### src/mrt_pkg.sv
package mrt_pkg;

	// Operand and register geometry.
	localparam int WordW    = 32;
	localparam int NumCols  = 4;
	localparam int NumRegs  = 8;
	localparam int CfgIdxW  = 3;
	localparam int CfgDataW = 64;

	// Accumulation widths: one product, a pair of products, all four products.
	localparam int ProdW = 2 * WordW;
	localparam int PairW = ProdW + 1;
	localparam int SumW  = ProdW + 2;

	// Default fraction width of the fixed-point format.
	localparam int FracBitsDefault = 16;

	typedef logic signed [WordW-1:0] word_t;
	typedef word_t row_t [NumCols];
	typedef logic signed [SumW-1:0] sum_t;
	typedef sum_t sum_row_t [NumCols];

	// Reset contents of the coefficient registers: the identity matrix.
	localparam logic [CfgDataW-1:0] CoefReset [NumRegs] = '{
		64'h0000_0000_0001_0000,
		64'h0000_0000_0000_0000,
		64'h0001_0000_0000_0000,
		64'h0000_0000_0000_0000,
		64'h0000_0000_0000_0000,
		64'h0000_0000_0001_0000,
		64'h0000_0000_0000_0000,
		64'h0001_0000_0000_0000
	};

endpackage

### src/mrt_merge.sv
module mrt_merge #(
	parameter int FRAC_BITS = mrt_pkg::FracBitsDefault
) (
	input  logic              clk,
	input  logic              advance,
	input  mrt_pkg::sum_row_t sum_s3,
	output mrt_pkg::row_t     result_q,
	output logic              saturated_q
);
	import mrt_pkg::*;

	localparam int ShW = SumW - FRAC_BITS;
	localparam sum_t Rnd = sum_t'(SumW'(1) << (FRAC_BITS - 1));

	sum_t             rounded [NumCols];
	logic [ShW-1:0]   shifted [NumCols];
	logic [NumCols-1:0] clamp;
	word_t            sat_word [NumCols];

	// Round to nearest, drop the fraction bits and clamp each column to 32 bits.
	always_comb begin
		for (int j = 0; j < NumCols; j++) begin
			rounded[j] = sum_s3[j] + Rnd;
			shifted[j] = rounded[j][SumW-1:FRAC_BITS];
			if (!shifted[j][ShW-1] && (|shifted[j][ShW-2:WordW-1])) begin
				clamp[j]    = 1'b1;
				sat_word[j] = {1'b0, {(WordW-1){1'b1}}};
			end else if (shifted[j][ShW-1] && !(&shifted[j][ShW-2:WordW-1])) begin
				clamp[j]    = 1'b1;
				sat_word[j] = {1'b1, {(WordW-1){1'b0}}};
			end else begin
				clamp[j]    = 1'b0;
				sat_word[j] = shifted[j][WordW-1:0];
			end
		end
	end

	// Output register: the four columns and the combined clamp flag.
	always_ff @(posedge clk) begin
		if (advance) begin
			for (int j = 0; j < NumCols; j++) begin
				result_q[j] <= sat_word[j];
			end
			saturated_q <= |clamp;
		end
	end

endmodule

### config.mk
export PLATFORM = sky130hd
export DESIGN_NAME = mrt_merge
export DESIGN_NICKNAME = d
export VERILOG_FILES = /design/src/mrt_pkg.sv /design/src/mrt_merge.sv
export SDC_FILE = /design/constraint.sdc
export NUM_CORES = 1
export LEC_CHECK = 0
export ABC_AREA = 0
export BUFFER_PORTS_ARGS = -buffer_cell sky130_fd_sc_hd__buf_4
export CAP_MARGIN = 20
export CORE_MARGIN = 5
export CORE_UTILIZATION = 35
export CTS_BUF_LIST = sky130_fd_sc_hd__clkbuf_4
export DETAILED_ROUTE_END_ITERATION = 10
export SETUP_SLACK_MARGIN = 0.1
export SYNTH_ARGS = -nofsm -noshare
export SYNTH_HDL_FRONTEND = slang
export SYNTH_SLANG_ARGS = --single-unit
### constraint.sdc
create_clock -name clk -period 9 [get_ports clk]
set_input_delay 0.45 -clock clk [delete_from_list [all_inputs] [get_ports clk]]
set_output_delay 0.45 -clock clk [all_outputs]
set_load 0.02 [all_outputs]
Word-level counts from Yosys, hierarchy flattened
Cells that the tools add are included.
Widths: inputs -> output; s select.
{"block": "op_classes", "n_reduce_logical": 25, "n_mux": 12, "n_addsub": 4}
{"op": "$add 66x17->66 const B", "count": 4}
{"op": "$mux 32", "count": 4}
{"op": "$reduce_and 18->1", "count": 4}
{"op": "$reduce_or 18->1", "count": 4}
{"op": "$logic_and 1x1->1", "count": 8}
{"op": "$logic_not 1->1", "count": 8}
{"op": "$mux 1", "count": 8}
{"op": "$reduce_or 4->1", "count": 1}
{"block": "word_totals", "ff_bits": 129, "word_cells": 46}

Longest topological paths before layout
Gate-level depths: netlist of the first run.
{"block": "depth", "ltp_word": 7, "ltp_mapped": 11, "mapped_depth_nobuf": 10}

Worst setup path before layout of the first run
OpenSTA, ideal clock, no wires.
{"block": "synth_timing", "kind": "input port to flip-flop", "startpoint": "in sum_s3[233] (netlist bit)", "endpoint": "reg saturated_q, data pin", "t_arrival_ns": 2.913, "t_required_ns": 8.732, "path_stages": 9, "setup_slack_ns": 5.820, "setup_time_ns": 0.268, "cell_sequence": "nand4_1 -> or4_1 -> nor4_1 -> xnor2_1 -> nand2_1 -> or4_4 -> o31a_1 -> nor4_2 -> nand4bb_1"}
{"block": "synth_via", "elab_chain_cells": 7, "word_cells_on_any_way": 10, "classes_between": "1 x add/sub; 2 x mux; 7 x reduce/logical"}
{"element": "from (decl)", "line": "mrt_merge.sv:6", "text": "input mrt_pkg::sum_row_t sum_s3,"}
{"element": "$add 66x17->66 (*)", "line": "mrt_merge.sv:23", "text": "rounded[j] = sum_s3[j] + Rnd;"}
{"element": "$reduce_and 18->1", "line": "mrt_merge.sv:28", "text": "end else if (shifted[j][ShW-1] && !(&shifted[j][ShW-2:WordW-1])) begin"}
{"element": "$logic_not 1->1", "line": "mrt_merge.sv:28"}
{"element": "$logic_and 1x1->1", "line": "mrt_merge.sv:28"}
{"element": "$mux 1", "line": "mrt_merge.sv:28"}
{"element": "$mux 1 (*)", "line": "mrt_merge.sv:25", "text": "if (!shifted[j][ShW-1] && (|shifted[j][ShW-2:WordW-1])) begin"}
{"element": "$reduce_or 4->1 (*)", "line": "mrt_merge.sv:44", "text": "saturated_q <= |clamp;"}
{"element": "to (signal assigned)", "line": "mrt_merge.sv:44"}
{"element": "to (decl)", "line": "mrt_merge.sv:8", "text": "output logic saturated_q"}
Mark *: on every way between the ends. The rest lies on a longest branch, timed or not.
A chain may end at the register's enable or synchronous reset.

Worst setup path in the final report of the first run
{"block": "layout_timing", "startpoint": "in sum_s3[15] (netlist bit)", "endpoint": "reg saturated_q, data pin"}
The elaborated chain is that of the path after synthesis.

==> flow_metrics.py, run 1 <==
metrics = {
    "run_status": {
        "outcome": "complete, no violations",
    },
    "setup_path": {
        "cp.arrival_ns": 3.91,
        "start_kind": "input pin",
        "critPathKind": "in2reg",
        "worst_ep_required_time_ns": 9.28,
        "crit_fanout": 22,
        "critical_path.endpoint_type": "flop",
        "path_cells": "buf_4 -> ha_1 -> and3_1 -> nand4_1 -> nor3_1 -> a21oi_1 -> a2111oi_0 -> nand4b_1 -> o21ai_2 -> buf_8 -> nand2_1 -> nand4bb_1",
        "max_stage_delay_ns": 0.62,
        "crit_slowest_cell": "nor3_1",
    },
    "die": {
        "initial_core_util_pct": 35.5,
        "rows": 60,
        "core_area_mm2": 0.0270,
        "ioPinCount": 395,
        "die_y_um": 175,
        "die_area_mm2": 0.0307,
        "dieWidth_um": 175,
    },
    "synth": {
        "syn_area_mm2": 0.00955,
        "synthCells": 1025,
        "synth-adder-area-share_pct": 0.524,
        "synth_top_family_by_area": "simple AND/OR/NAND/NOR gates",
        "ys_ff_latch": 129,
        "syn_area_per_cell_um2": 9.32,
        "synth_cell_types": 68,
        "ys_seq_area_share_pct": 40.5,
        "synth_edf_count": 129,
        "synth_nets": 1295,
        "synth_flop_cell": "edfxtp_1",
        "synth_compound_area_share_pct": 11.8,
        "netlist.area_leader.share_pct": 40.5,
        "synthSimpleGateAreaFrac_pct": 27.9,
        "netlist_top_cells_area": "edfxtp_1 41%, xor2_1 8.1%, xnor2_1 7.2%",
        "synth_mux_area_share_pct": 1.22,
        "synth_top_cell_by_area": "edfxtp_1",
        "yosys_warnings": 0,
        "async_flop_share_pct": 0,
        "synth_xor_area_share_pct": 15.2,
    },
    "final_layout": {
        "fillCellCount": 2678,
        "finish.net_count": 1617,
        "layout_common_cells": "338 x buf_4, 129 x edfxtp_1, 96 x o21ai_0",
        "final_layout_size_suffix_gt1_share_pct": 31.8,
        "stdcell_area_mm2": 0.0127,
        "area_growth_pct": 32.6,
        "layout_commonest_cell": "buf_4",
        "instances_no_fill": 1702,
        "final_util_pct": 47.0,
    },
    "route": {
        "drt-initial-drc-count": 576,
        "ant_nets": 0,
        "met1_length_um": 13600,
        "drc": 0,
        "top_layer": "met5",
        "via_per_inst": 5.45,
        "firstDrtPassIters": 5,
        "wire_per_inst_um": 18.5,
        "totalWireLength_um": 31500,
        "dr_total_vias": 9268,
        "met2_length_um": 15300,
        "wl_met3_um": 1870,
    },
    "sta": {
        "worstMarginPinSlew_ns": 0.954,
        "whs_ns": 0.255,
        "relSlewSlack_pct": 36.4,
        "rsz0062_at_grt": "no",
        "setup_violations": 0,
        "finalHoldViolCount": 0,
        "setup_slack_ns": 5.36,
        "totalNegativeSetupSlack_ns": 0,
        "max_freq_ghz": 0.275,
        "fin_crit_ns": 3.64,
        "slew_violations": 0,
        "fin_crit_sh_pct": 40.4,
    },
    "pwr": {
        "p_per_area_mw_per_mm2": 123,
        "ir_drop_mv": 0.0583,
        "power_switching_uw": 501,
        "power_mw": 1.56,
        "power_leakage_nw": 4.54,
        "p_int_mw": 1.06,
        "p_seq_share_pct": 47.2,
        "clock_power_share_pct": 27.3,
        "p_comb_share_pct": 25.6,
        "switching_share_pct": 32.1,
    },
    "worst_hold_path": {
        "min_path_type": "in2reg",
    },
    "grt": {
        "grt-ovfl-total": 0,
        "grt_pass1_vias": 8980,
        "antenna_found_initial": 2,
        "grt_max_degree": 74,
        "track_usage_pct": 19.5,
        "grt_pass1_wl_um": 48500,
    },
    "clock_tree": {
        "cts_setup_buffers": 0,
        "clk_pin_slew_ns": 0.15,
        "clock_sink_count": 129,
        "postCtsHoldBufs": 0,
        "htreeDepth": 4,
        "cts_resized": 0,
        "clockBufferDepth": 2,
        "cts_made_buffers": 17,
        "clock_tree.root_cell": "clkbuf_4",
        "cts_tree": "done",
    },
    "job": {
        "max_cap_violations": 0,
    },
    "placement": {
        "numPortBuffers": 334,
        "place_area_mm2": 0.0124,
        "preCtsSetupSlack_ns": 4.82,
        "dp_cells": 1668,
        "place_congestion": 0.869,
        "hpwl_um": 24700,
    },
}
-- worst max-delay path, delay by kind of cell --
| family | cells | cell delay, ns |
|---|---|---|
| and+or+nand+nor | 6 | 1.89 |
| AOI/OAI and AO/OA | 3 | 1.08 |
| buffers and inverters | 2 | 0.33 |
| adders and majority gates | 1 | 0.17 |
-- logic make-up after synthesis --
logic type	after synthesis
and+or+nand+nor	470
AOI/OAI and AO/OA	185
xor gates and xnor gates	166
DFF	129
buffers and inverters	60
muxes	11
adders and majority gates	4
-- worst paths after layout --
check	endpoint	slack [ns]	start	depth (start not counted)
setup / recovery	saturated_q	5.36	sum_s3[15]	12
hold / removal	result_q[21]	0.26	sum_s3[37]	3
-- state kept, by name, indices dropped and copies added, names as in the netlist --
| register | cells |
|---|---|
| result_q | 128 |
| saturated_q | 1 |
-- layout make-up --
| class | count | area [um^2] | area share, % |
|---|---|---|---|
| Antenna cell | 1 | 2.50 | 0.0198 |
| Sequential cell | 129 | 3870 | 30.6 |
| Multi-Input combinational cell | 836 | 5430 | 42.9 |
| Tap cell | 341 | 427 | 3.37 |
| Timing Repair Buffer | 341 | 2570 | 20.3 |
| Inverter | 22 | 82.6 | 0.652 |
| Clock inverter | 15 | 158 | 1.24 |
| Clock buffer | 17 | 128 | 1.01 |
-- power groups by stage --
stage	logic, mW	registers (mW)	clock network (mW)
3_5_place_dp	0.401	0.751	0
2_1_floorplan	0.104	0.815	0
5_1_grt	0.429	0.742	0.460
4_1_cts	0.402	0.737	0.436
3_3_place_gp	0.397	0.750	0
6_report	0.399	0.737	0.426
-- layer usage --
| metal | vias up | GRT usage (%) |
|---|---|---|
| li1 | 4531 | - |
| met1 | 4367 | 24.7 |
| met2 | 324 | 33.4 |
| met3 | 44 | 3.96 |
| met4 | 2 | 6.19 |
| met5 | - | 0 |
-- cell usage after synthesis, drive strengths merged (4+ instances only) --
library cell,n
o21ai,136
edfxtp,129
nand2,89
xor2,88
nand3,80
xnor2,78
nand4,75
nor2,57
and3,41
nor3,29
nor4,29
clkbuf,28
inv,22
and4,19
and2,13
or4,12
buf,10
a21oi,6
mux2i,6
nor3b,6
a211oi,5
mux2,5
o31ai,5
or3,5
a31o,4
a31oi,4
ha,4
No activity file was read; power rests on OpenSTA's default activity.
==> inputs of run 2 (changes only) <==
Clock period 9 ns to 3.25 ns, I/O delays scaled along.
==> run 2 against run 1 <==
Against the previous run: hold slack got worse by 0.20 ns; sequential share of layout area shrank 2.8 points; first-iteration DRC count is 1.7% lower; global-route usage up 1.2 points; final area rose by 10%; critical path depth unchanged; combinational power increased to 3.1 times the previous value; wire length up 5.7%; non-clock buffer count is 125 higher; via count up 6.5%; clock power rose to 2.8 times the previous value; critical endpoint unchanged; highest routed layer is now met4.
==> flow_metrics.py, run 2 (synthesized netlist as in run 1, its figures left out) <==
metrics = {
    "placement": {
        "hpwl_um": 26100,
        "dp_cells": 1714,
        "place_area_mm2": 0.0128,
        "place_congestion": 0.905,
        "preCtsSetupSlack_ns": 0.0861,
        "numPortBuffers": 334,
    },
    "die": {
        "rows": 60,
        "core_area_mm2": 0.0270,
        "initial_core_util_pct": 35.5,
        "die_y_um": 175,
        "ioPinCount": 395,
        "die_area_mm2": 0.0307,
        "dieWidth_um": 175,
    },
    "grt": {
        "globalRouteMet1Util_pct": 26.2,
        "track_usage_pct": 20.7,
        "antenna_found_initial": 1,
        "busiest_layer": "met2",
        "grt_pass1_vias": 9555,
        "grt_max_degree": 60,
        "grt_pass1_wl_um": 51500,
        "grt-ovfl-total": 0,
        "grt_use_met2_pct": 36.1,
        "grt_use_met3_pct": 3.70,
    },
    "route": {
        "wire_per_inst_um": 18.2,
        "dr_total_vias": 9866,
        "via_per_inst": 5.40,
        "ant_nets": 0,
        "totalWireLength_um": 33300,
        "firstDrtPassIters": 5,
        "drc": 0,
        "drt-initial-drc-count": 566,
    },
    "final_layout": {
        "final_util_pct": 51.7,
        "layout_commonest_cell": "buf_4",
        "layout_common_cells": "384 x buf_4, 129 x edfxtp_1, 95 x o21ai_0",
        "largest_reg_flops": 128,
        "largest_register": "result_q",
        "instances_no_fill": 1827,
        "stdcell_area_mm2": 0.0139,
        "finish.net_count": 1742,
        "final_layout_size_suffix_gt1_share_pct": 32.9,
        "fillCellCount": 2521,
        "area_growth_pct": 46.0,
        "top_regs": "result_q: 128 flops, saturated_q: 1 flops",
    },
    "setup_path": {
        "startpoint": "sum_s3[239]",
        "critPathKind": "in2reg",
        "worst_ep_required_time_ns": 3.50,
        "cp.arrival_ns": 3.37,
        "crit_fanout": 3,
        "start_kind": "input pin",
        "critical_path.endpoint_type": "flop",
    },
    "clock_tree": {
        "htreeDepth": 4,
        "clock_tree.root_cell": "clkbuf_4",
        "clk_pin_slew_ns": 0.13,
        "clock_sink_count": 129,
        "clockBufferDepth": 2,
        "cts_made_buffers": 17,
        "cts_tree": "done",
    },
    "sta": {
        "setup_violations": 0,
        "max_freq_ghz": 0.321,
        "fin_crit_ns": 3.12,
        "finalHoldViolCount": 0,
        "totalNegativeSetupSlack_ns": 0,
        "rsz0062_at_grt": "yes",
        "slew_violations": 0,
        "setup_slack_ns": 0.133,
        "worstMarginPinSlew_ns": 0.898,
        "fin_crit_sh_pct": 95.9,
        "relSlewSlack_pct": 39.4,
    },
    "pwr": {
        "p_per_area_mw_per_mm2": 321,
        "ir_drop_mv": 0.137,
        "power_leakage_nw": 5.18,
    },
    "worst_hold_path": {
        "min_path_type": "in2reg",
        "holdCritStartpoint": "sum_s3[93]",
    },
    "job": {
        "max_cap_violations": 0,
    },
    "run_status": {
        "outcome": "complete, no violations",
    },
}
==> run 2: changes by cell type in the layout (fill, tap and decap cells not counted), sizes merged <==
cell and delta:
dlygate4sd3 +75, buf +51, inv -4, clkbuf +3
clkinvlp -3, clkinv +2, bufinv +1
==> run 2: area by class of cell <==
class	instances	area, um^2	share of cell area (%)
clock inverters	11	139	0.996
clock buffers	21	158	1.13
inverters	22	82.6	0.592
repair buffers	466	3760	27.0
flip-flops and latches	129	3870	27.8
well taps	341	427	3.06
multi-input cells	836	5500	39.4
diodes	1	2.50	0.0179
==> run 2: power by group <==
group	leakage, nW	switching [mW]	total (mW)	internal (mW)
sequential	1.27	0.0447	2.04	1.99
clock	0.165	0.649	1.21	0.563
combinational	3.75	0.663	1.23	0.563
total	5.18	1.36	4.48	3.12
==> run 2: worst paths after layout <==
kind / endpoint / slack (ns) / cells past startpoint
setup / recovery: saturated_q / 0.13 / 12
hold / removal: result_q[43] / 0.06 / 3
==> run 2: layer usage <==
layer  up-vias  wire [um]
met5         -          0
met4         0        734
met3        49       1720
met2       342      16300
met1      4687      14600
li1       4788          -
==> run 2: repair_timing <==
| item | CTS | global route |
|---|---|---|
| endpoints found under the hold margin | 73 | 2 |
| endpoints found under the setup margin | 0 | 86 |
| hold buffers | 73 | 2 |
| buffers inserted | 0 | 5 |
| resized for setup | 0 | 14 |
==> run 2: through the flow <==
stage | power [mW] | hold WS [ns]
floorplan | 2.54 | 0.275
global placement | 3.21 | 0.534
detailed placement | 3.23 | 0.531
CTS | 4.51 | 0.000114
global route | 4.69 | 0.00254
finish | 4.48 | 0.0588
==> run 2: worst max-delay path, stage by stage <==
cell and delay (ns):
dlygate4sd3_1 0.53, buf_4 0.12, nand4_1 0.14, or4_4 0.54, nor4_4 0.26, buf_4 0.16
xnor2_1 0.14, nand2_1 0.07, or4_4 0.54, o31a_1 0.34, nor4_2 0.24, nand4bb_1 0.12
